## src/hw/rtl/assert_macros.svh

```systemverilog
// assertion macros shared by the rtl files
`ifndef ASSERT_MACROS_SVH
`define ASSERT_MACROS_SVH

// property checked at every rising edge, off while reset is high
`define ASSERT_PROP(label, clk, rst, prop, msg) \
   label: assert property (@(posedge clk) disable iff (rst) (prop)) else $error(msg);

// implication checked at every rising edge, off while reset is high
`define ASSERT_IMPL(label, clk, rst, ante, cons, msg) \
   label: assert property (@(posedge clk) disable iff (rst) (ante) |-> (cons)) else $error(msg);

`endif

```

## src/hw/rtl/xrb_pkg.sv

```systemverilog
// types, constants and the generator step for the bounded random block
package xrb_pkg;

   localparam int unsigned WordWidth  = 32;
   localparam int unsigned CountWidth = 6;

   localparam logic [WordWidth-1:0] DefaultSeed = 32'h6d2b79f5;
   localparam logic [WordWidth-1:0] Low29Mask   = 32'h1fffffff;
   localparam int unsigned ShiftA = 13;
   localparam int unsigned ShiftB = 17;
   localparam int unsigned ShiftC = 5;

   localparam logic [1:0] ModeRaw    = 2'd0;
   localparam logic [1:0] ModeMasked = 2'd1;
   localparam logic [1:0] ModeBelow  = 2'd2;
   localparam logic [1:0] ModeIdle   = 2'd3;

   localparam logic StatusOk     = 1'b0;
   localparam logic StatusBounds = 1'b1;

   typedef enum logic [2:0] {
      ST_IDLE,
      ST_THRESH,
      ST_REJECT,
      ST_MODULO,
      ST_DONE
   } state_type;

   typedef struct packed {
      logic busy;
      logic done;
   } rem_status_type;

   function automatic logic [WordWidth-1:0] seed_fix(input logic [WordWidth-1:0] x);
      return (x == '0) ? DefaultSeed : x;
   endfunction

   function automatic logic [WordWidth-1:0] xs_next(input logic [WordWidth-1:0] s);
      logic [WordWidth-1:0] x;
      x = seed_fix(s);
      x = x ^ (x << ShiftA);
      x = x ^ (x >> ShiftB);
      x = x ^ (x << ShiftC);
      return seed_fix(x);
   endfunction

endpackage

```

## src/hw/rtl/xrb_rem.sv

```systemverilog
// bit-serial restoring remainder unit, one dividend bit per cycle
module xrb_rem (
   input  logic                          clock,
   input  logic                          reset,
   input  logic                          start,
   input  logic [xrb_pkg::WordWidth-1:0] dividend,
   input  logic [xrb_pkg::WordWidth-1:0] divisor,
   output xrb_pkg::rem_status_type       status,
   output logic [xrb_pkg::WordWidth-1:0] remainder
);
   import xrb_pkg::*;

   logic [WordWidth-1:0]  rem_ff, rem_in;
   logic [WordWidth-1:0]  dvd_ff, dvd_in;
   logic [WordWidth-1:0]  dvs_ff, dvs_in;
   logic [CountWidth-1:0] count_ff, count_in;
   logic                  busy_ff, busy_in;
   logic                  done_ff, done_in;
   logic [WordWidth:0]    trial;
   logic [WordWidth:0]    diff;

   // shift the next dividend bit into the partial remainder
   assign trial = {rem_ff, dvd_ff[WordWidth-1]};
   assign diff  = trial - {1'b0, dvs_ff};

   always_comb begin
      rem_in   = rem_ff;
      dvd_in   = dvd_ff;
      dvs_in   = dvs_ff;
      count_in = count_ff;
      busy_in  = busy_ff;
      done_in  = 1'b0;
      if (start) begin
         rem_in   = '0;
         dvd_in   = dividend;
         dvs_in   = divisor;
         count_in = CountWidth'(WordWidth);
         busy_in  = 1'b1;
      end else if (busy_ff) begin
         // no borrow means trial >= divisor
         rem_in   = diff[WordWidth] ? trial[WordWidth-1:0] : diff[WordWidth-1:0];
         dvd_in   = {dvd_ff[WordWidth-2:0], 1'b0};
         count_in = count_ff - CountWidth'(1);
         if (count_ff == CountWidth'(1)) begin
            busy_in = 1'b0;
            done_in = 1'b1;
         end
      end
   end

   always_ff @(posedge clock) begin
      if (reset) begin
         busy_ff  <= 1'b0;
         done_ff  <= 1'b0;
         count_ff <= '0;
      end else begin
         busy_ff  <= busy_in;
         done_ff  <= done_in;
         count_ff <= count_in;
      end
      rem_ff <= rem_in;
      dvd_ff <= dvd_in;
      dvs_ff <= dvs_in;
   end

   assign status.busy = busy_ff;
   assign status.done = done_ff;
   assign remainder   = rem_ff;

endmodule

```

## src/hw/rtl/xorshift_random_below.sv

```systemverilog
// top level: xorshift32 generator with raw, masked and bounded request modes
//
// requests arrive on the req_ stream: req_tuser carries the mode, req_tdata the
// limit. one response word per request leaves on the rsp_ stream: rsp_tdata
// carries the value, rsp_tuser the status (1 when mode 2 is asked with limit 0).
// a request is taken only while the block is idle; it works on one request
// at a time.
// the short modes (0, 1, 3) and the bounds error go from accept straight to
// the done state. mode 2 runs the bit-serial remainder unit twice, once for
// the rejection threshold and once for the final reduction, with one draw
// per cycle in between until a draw clears the threshold.
// the next request is accepted while a finished response still waits; its
// result is held until the output register frees up, so a stalled receiver
// stalls the block after at most one further request.
// reset clears the generator state to zero, which acts as the default seed,
// and drops any pending response.
module xorshift_random_below (
   input  logic                          clock,
   input  logic                          reset,
   input  logic                          req_tvalid,
   output logic                          req_tready,
   input  logic [xrb_pkg::WordWidth-1:0] req_tdata,   // [31:0] limit
   input  logic [7:0]                    req_tuser,   // [1:0] mode, [7:2] zero
   output logic                          rsp_tvalid,
   input  logic                          rsp_tready,
   output logic [xrb_pkg::WordWidth-1:0] rsp_tdata,   // [31:0] value
   output logic [7:0]                    rsp_tuser    // [0] status, [7:1] zero
);
   import xrb_pkg::*;

   state_type            state_ff, state_in;
   logic [WordWidth-1:0] gen_ff, gen_in;
   logic [WordWidth-1:0] limit_ff, limit_in;
   logic [WordWidth-1:0] thresh_ff, thresh_in;
   logic [WordWidth-1:0] res_value_ff, res_value_in;
   logic                 res_status_ff, res_status_in;
   logic                 rsp_valid_ff, rsp_valid_in;
   logic [WordWidth-1:0] rsp_value_ff, rsp_value_in;
   logic                 rsp_status_ff, rsp_status_in;

   logic [WordWidth-1:0] draw_word;
   logic [WordWidth-1:0] req_limit;
   logic [1:0]           req_mode;
   logic                 req_accept;
   logic                 out_free;

   logic                 rem_start;
   logic [WordWidth-1:0] rem_dividend;
   logic [WordWidth-1:0] rem_divisor;
   rem_status_type       rem_status;
   logic [WordWidth-1:0] rem_result;

   assign req_limit  = req_tdata[WordWidth-1:0];
   assign req_mode   = req_tuser[1:0];
   assign req_tready = (state_ff == ST_IDLE);
   assign req_accept = req_tvalid && req_tready;
   assign out_free   = !rsp_valid_ff || rsp_tready;
   assign draw_word  = xs_next(gen_ff);

   xrb_rem u_rem (
      .clock     (clock),
      .reset     (reset),
      .start     (rem_start),
      .dividend  (rem_dividend),
      .divisor   (rem_divisor),
      .status    (rem_status),
      .remainder (rem_result)
   );

   always_comb begin
      state_in      = state_ff;
      gen_in        = gen_ff;
      limit_in      = limit_ff;
      thresh_in     = thresh_ff;
      res_value_in  = res_value_ff;
      res_status_in = res_status_ff;
      rem_start     = 1'b0;
      rem_dividend  = draw_word;
      rem_divisor   = limit_ff;
      unique case (state_ff)
         ST_IDLE: begin
            if (req_accept) begin
               limit_in      = req_limit;
               res_value_in  = '0;
               res_status_in = StatusOk;
               state_in      = ST_DONE;
               case (req_mode)
                  ModeRaw: begin
                     gen_in       = draw_word;
                     res_value_in = draw_word;
                  end
                  ModeMasked: begin
                     gen_in       = draw_word;
                     res_value_in = draw_word & Low29Mask;
                  end
                  ModeBelow: begin
                     if (req_limit == '0) begin
                        res_status_in = StatusBounds;
                     end else begin
                        // threshold = (2^32 - limit) mod limit
                        rem_start    = 1'b1;
                        rem_dividend = '0 - req_limit;
                        rem_divisor  = req_limit;
                        state_in     = ST_THRESH;
                     end
                  end
                  default: begin
                  end
               endcase
            end
         end
         ST_THRESH: begin
            if (rem_status.done) begin
               thresh_in = rem_result;
               state_in  = ST_REJECT;
            end
         end
         ST_REJECT: begin
            // one draw per cycle until a draw clears the threshold
            gen_in = draw_word;
            if (draw_word >= thresh_ff) begin
               rem_start = 1'b1;
               state_in  = ST_MODULO;
            end
         end
         ST_MODULO: begin
            if (rem_status.done) begin
               res_value_in = rem_result;
               state_in     = ST_DONE;
            end
         end
         ST_DONE: begin
            if (out_free) begin
               state_in = ST_IDLE;
            end
         end
         default: begin
            state_in = ST_IDLE;
         end
      endcase
   end

   always_comb begin
      rsp_valid_in  = rsp_valid_ff && !rsp_tready;
      rsp_value_in  = rsp_value_ff;
      rsp_status_in = rsp_status_ff;
      if (state_ff == ST_DONE && out_free) begin
         rsp_valid_in  = 1'b1;
         rsp_value_in  = res_value_ff;
         rsp_status_in = res_status_ff;
      end
   end

   always_ff @(posedge clock) begin
      if (reset) begin
         state_ff     <= ST_IDLE;
         gen_ff       <= '0;
         rsp_valid_ff <= 1'b0;
      end else begin
         state_ff     <= state_in;
         gen_ff       <= gen_in;
         rsp_valid_ff <= rsp_valid_in;
      end
      limit_ff      <= limit_in;
      thresh_ff     <= thresh_in;
      res_value_ff  <= res_value_in;
      res_status_ff <= res_status_in;
      rsp_value_ff  <= rsp_value_in;
      rsp_status_ff <= rsp_status_in;
   end

   assign rsp_tvalid = rsp_valid_ff;
   assign rsp_tdata  = rsp_value_ff;
   assign rsp_tuser  = {7'd0, rsp_status_ff};

`include "assert_macros.svh"

   // the remainder unit only runs while a bounded request is in work
   `ASSERT_IMPL(a_rem_busy_state, clock, reset, rem_status.busy,
      state_ff == ST_THRESH || state_ff == ST_MODULO, "remainder unit busy outside mode 2")

   // a finished remainder is only reported to a state that waits for it
   `ASSERT_IMPL(a_rem_done_state, clock, reset, rem_status.done,
      state_ff == ST_THRESH || state_ff == ST_MODULO, "remainder done with nobody waiting")

   // a bounds error always carries a zero value
   `ASSERT_IMPL(a_bounds_zero, clock, reset, rsp_valid_ff && rsp_status_ff,
      rsp_value_ff == '0, "bounds error with nonzero value")

   // the rejection threshold is always below the limit
   `ASSERT_IMPL(a_mod_below, clock, reset, state_ff == ST_REJECT,
      thresh_ff < limit_ff, "threshold not below limit")

endmodule
```

## config.mk

```make
export PLATFORM = sky130hd
export DESIGN_NAME = xorshift_random_below
export DESIGN_NICKNAME = d
export VERILOG_FILES = /design/src/hw/rtl/xrb_pkg.sv /design/src/hw/rtl/xrb_rem.sv /design/src/hw/rtl/xorshift_random_below.sv
export VERILOG_INCLUDE_DIRS = /design/src /design/src/hw/rtl
export SDC_FILE = /design/constraint.sdc
export NUM_CORES = 1
export LEC_CHECK = 0
export ABC_AREA = 1
export BUFFER_PORTS_ARGS = -buffer_cell sky130_fd_sc_hd__buf_2
export CORE_MARGIN = 1
export CORE_UTILIZATION = 30
export CTS_CLUSTER_SIZE = 25
export DETAILED_ROUTE_END_ITERATION = 8
export GPL_TIMING_DRIVEN = 0
export MAX_ROUTING_LAYER = met4
export PLACE_DENSITY_LB_ADDON = 0.25
export SYNTH_ARGS = -nofsm -noshare
export SYNTH_HDL_FRONTEND = slang
export SYNTH_SLANG_ARGS = --single-unit
```

## constraint.sdc

```tcl
create_clock -name clock -period 6 [get_ports clock]
set_input_delay 0.6 -clock clock [delete_from_list [all_inputs] [get_ports clock]]
set_output_delay 0.6 -clock clock [all_outputs]
set_load 0.01 [all_outputs]
```

==> results.txt <==
----------------------------------------------------
[Worst setup path]
  Largest driver fanout on the critical path ... 32
  Worst setup path category ... reg -> reg
  Startpoint class of the critical path ... register
  Capturing element type of the critical path ... register
  Critical Path RT ... ~6.2 ns
  Arrival time worst endpoint ... 5.69 ns

[STA]
  Total negative slack for setup checks ... 0 ns
  Achievable clock frequency ... between 150 and 200 MHz
  Slew @ Worst Pin ... 1.180 ns
  Number of pins with negative max-slew slack in the final report ... 0
  Share of the clock period used by the worst path ... 0.9238
  Min Clock Period, post-route ... between 5 and 6 ns
  Clock Skew ... 0.02493 ns
  Unrepaired setup endpoints after global routing ... false
  Final Hold Fails ... 0
  Setup Viol. Count Final ... 0
  Slew HR ... 0.2051
  WHS ... ~0.21 ns

[Clock network]
  Worst skew pair latency ... roughly 0.59 ns
  Deepest level of the CTS H-tree ... 1
  CTS tree ... yes
  CTS Root Cell ... clkbuf_16
  Post-CTS resize count ... 0
  Number of clock sinks seen by CTS ... between 200 and 300
  Post-CTS clock slew at the launch and capture registers of the worst setup and hold paths ... 0.06 ns
  Max Buffers Root-to-Sink ... 3
  Hold buffer count at cts ... 0
  TritonCTS buffer count ... 30
  Number of buffers added for setup after CTS ... 0

[Place]
  HPWL after DPL ... 43.89 mm
  Placer's final routability congestion estimate ... about 1
  I/O Buffers ... ~70

[Floorplan]
  Horiz. Die Dim ... 232.0 um
  Effective utilization at floorplan ... 0.3063
  Area of the core ... approximately 52,000 sq um
  Die area ... ~54,000 sq um
  Count of boundary I/O pins ... 86
  Row cnt ... 83
  Die height ... around 230 um

[Synth]
  Area share of and/or/nand/nor cells after synthesis ... 0.2589
  Fraction of synthesized cell area in xor and xnor cells ... 0.05076
  Async set or reset register ratio after synthesis ... 0
  Summed instance area of the synthesized netlist ... approximately 16,000 sq um
  Post-Synth Adder-Cell Area ... 0.05408
  Dominant combinational cell family by area after synthesis ... simple AND/OR/NAND/NOR gates
  Warnings, synthesis ... 0
  Sequential share of the synthesized area ... 0.4629
  Mapped Cells ... between 2k and 2.5k
  Synth cell types ... 36
  Primary flip-flop cell chosen by synthesis mapping ... edfxtp_1
  Proportion of synthesized area in mux cells ... 0
  Compound-cell area share of the yosys netlist ... 0.07102
  Post-synth EDFFs ... 194
  Register bit count reported by yosys ... 270
  Mean area per synthesized cell ... 7.724 sq um

[Min path]
  Kind of path behind the tightest hold check ... in -> reg

[Drt]
  1st-iter DRT viols ... around 1.3k
  Final wirelength ... between 50 and 60 mm
  Number of design rule violations left after detail routing ... 0
  First drt pass iteration count ... 6
  Routed via count divided by cell count ... 4.794
  Via count ... 13.77k
  Routed wirelength normalized by instance count ... about 19 um
  Antenna-violating nets left ... 0

[Power and ir drop]
  Design Power ... 0.006470 W
  Pwr Density ... approximately 360 nW/um^2
  Peak supply drop ... roughly 0.24 mV
  Standby leakage power ... between 8 and 9 nW

[Layout]
  Ratio of cells with drive above 1 in the final layout ... 0.07984
  Diode count ... 0
  Total Nets Final ... 2,280
  Relative area change from synthesis to final layout ... 14.57%
  Filler Cell Count ... 5,464

[GRT]
  First-pass GRT wire length ... around 80 mm
  Overall routing resource usage ... 0.2081
  Global-route congestion overflow total ... 0
  Number of global-route vias before repair ... around 13k
  Initial antenna violation count ... 0
  Maximum number of pins on one net before global-route repair ... between 40 and 50

[Status]
  Result of the run ... completed

[Run]
  Number of max-cap violations ... 0

----------------------------------------------------
layout make-up:
| class | instances | area (sq um) | share of cell area |
|---|---|---|---|
| plain buffers | 65 | 332.8 | 0.01830 |
| clock buffers | 39 | 847.1 | 0.04658 |
| clock inverters | 17 | 136.4 | 0.007500 |
| inverters | 344 | 1291 | 0.07101 |
| multi-input cells | 1382 | 6959 | 0.3827 |
| flip-flops and latches | 270 | 7347 | 0.4040 |
| well taps | 680 | 850.8 | 0.04679 |
| repair buffers | 75 | 420.4 | 0.02312 |
cell usage after synthesis (2+ instances only):
| master | n | share of area |
|---|---|---|
| a21o_1 | 3 | 0.0014 |
| a21oi_1 | 74 | 0.023 |
| a22o_1 | 4 | 0.0022 |
| and2_1 | 4 | 0.0016 |
| buf_1 | 4 | 0.00095 |
| buf_2 | 21 | 0.0066 |
| buf_4 | 12 | 0.0057 |
| buf_6 | 2 | 0.0014 |
| clkbuf_1 | 26 | 0.0061 |
| dfxtp_1 | 76 | 0.096 |
| edfxtp_1 | 194 | 0.37 |
| ha_1 | 67 | 0.053 |
| inv_1 | 339 | 0.080 |
| inv_2 | 4 | 0.00095 |
| nand2_1 | 629 | 0.15 |
| nand3_1 | 174 | 0.055 |
| nand4_1 | 29 | 0.011 |
| nor2_1 | 141 | 0.033 |
| nor3_1 | 20 | 0.0063 |
| o211ai_1 | 4 | 0.0019 |
| o21ai_0 | 115 | 0.036 |
| o21bai_1 | 6 | 0.0028 |
| o22ai_1 | 3 | 0.0012 |
| or2_2 | 2 | 0.00079 |
| xnor2_1 | 24 | 0.013 |
| xor2_1 | 68 | 0.038 |
through the flow:
stage / util / setup slack [ns] / instance area, sq um / cells
2_1_floorplan: - / 2.127 / 15900 / 2061
3_3_place_gp: 0.3301 / 0.1496 / 17110 / 2813
3_5_place_dp: 0.3318 / 0.1156 / 17200 / 2816
4_1_cts: 0.3508 / 0.09776 / 18180 / 2872
5_1_grt: 0.3509 / 0.1611 / 18180 / 2872
6_report: 0.3509 / 0.4571 / 18180 / 2872
state kept, by name (all words and copies together), names as in the netlist, 3 cells and up:
name / cells
gen_ff: 32
limit_ff: 32
res_value_ff: 32
rsp_tdata: 32
state_ff: 3
thresh_ff: 32
u_rem.count_ff: 6
u_rem.dvd_ff: 32
u_rem.dvs_ff: 32
u_rem.remainder: 32
power by group:
group / total [W] / switching (W) / internal [W]
clock network: 0.00184 / 0.000794 / 0.00104
registers: 0.00246 / 0.000124 / 0.00233
logic: 0.00218 / 0.00159 / 0.000585
total: 0.00647 / 0.00251 / 0.00396
worst paths after layout:
path / start / end / slack [ns] / cells past startpoint
max: gen_ff[0] / u_rem.dvd_ff[25] / 0.46 / 22
max reg2reg: gen_ff[0] / u_rem.dvd_ff[25] / 0.46 / 22
min reg2reg: res_value_ff[25] / rsp_tdata[25] / 0.42 / 0
min: req_tdata[17] / limit_ff[17] / 0.21 / 1
critical path, stage by stage (launching register included):
cell     delay, ns
dfxtp_1       0.37
nor2_1        0.20
nand3_1       0.10
nor2_1        0.25
nand2_1       0.09
nor2_1        0.45
buf_2         0.34
nor2_1        0.22
xor2_1        0.60
inv_1         0.18
ha_1          0.33
nand2_1       0.06
nand2_1       0.05
nand3_1       0.06
nand2_1       0.06
a21oi_1       0.12
nand2_1       0.11
nand2_1       0.10
nand3_1       0.14
a21oi_4       0.32
buf_4         0.27
buf_6         0.18
nand2_2       0.45
placed cells by master, fill, tap and decap left out, types with 12 or more instances in the layout:
master | synthesis | final
nor2_1 | 141 | 140
clkbuf_16 | 0 | 32
buf_2 | 21 | 92
xor2_1 | 68 | 68
nand2_1 | 629 | 628
xnor2_1 | 24 | 24
nand3_1 | 174 | 174
nor3_1 | 20 | 20
dfxtp_1 | 76 | 76
nand4_1 | 29 | 29
clkbuf_1 | 26 | 31
edfxtp_1 | 194 | 194
a21oi_1 | 74 | 73
inv_1 | 339 | 338
ha_1 | 67 | 67
o21ai_0 | 115 | 114
buf_4 | 12 | 12
routing by layer:
metal  vias up  part of all wire  wire, um  track usage
met2       453              0.44     24140       0.3215
li1       6793                 -         -            -
met5         -                 0         0            -
met4         0             0.021      1163      0.04831
met3        66             0.061      3347      0.02247
met1      6457              0.48     25970       0.2909
cells by family (layout without fill, tap and decap cells):
logic type / Yosys count / in the layout
compound gates: 212 / 212
xor+xnor: 92 / 92
fa+ha+maj: 68 / 68
buf+inv: 409 / 540
flops: 270 / 270
other cells: 1 / 7
simple gates: 1003 / 1003
No activity file was read; power rests on OpenSTA's default activity.
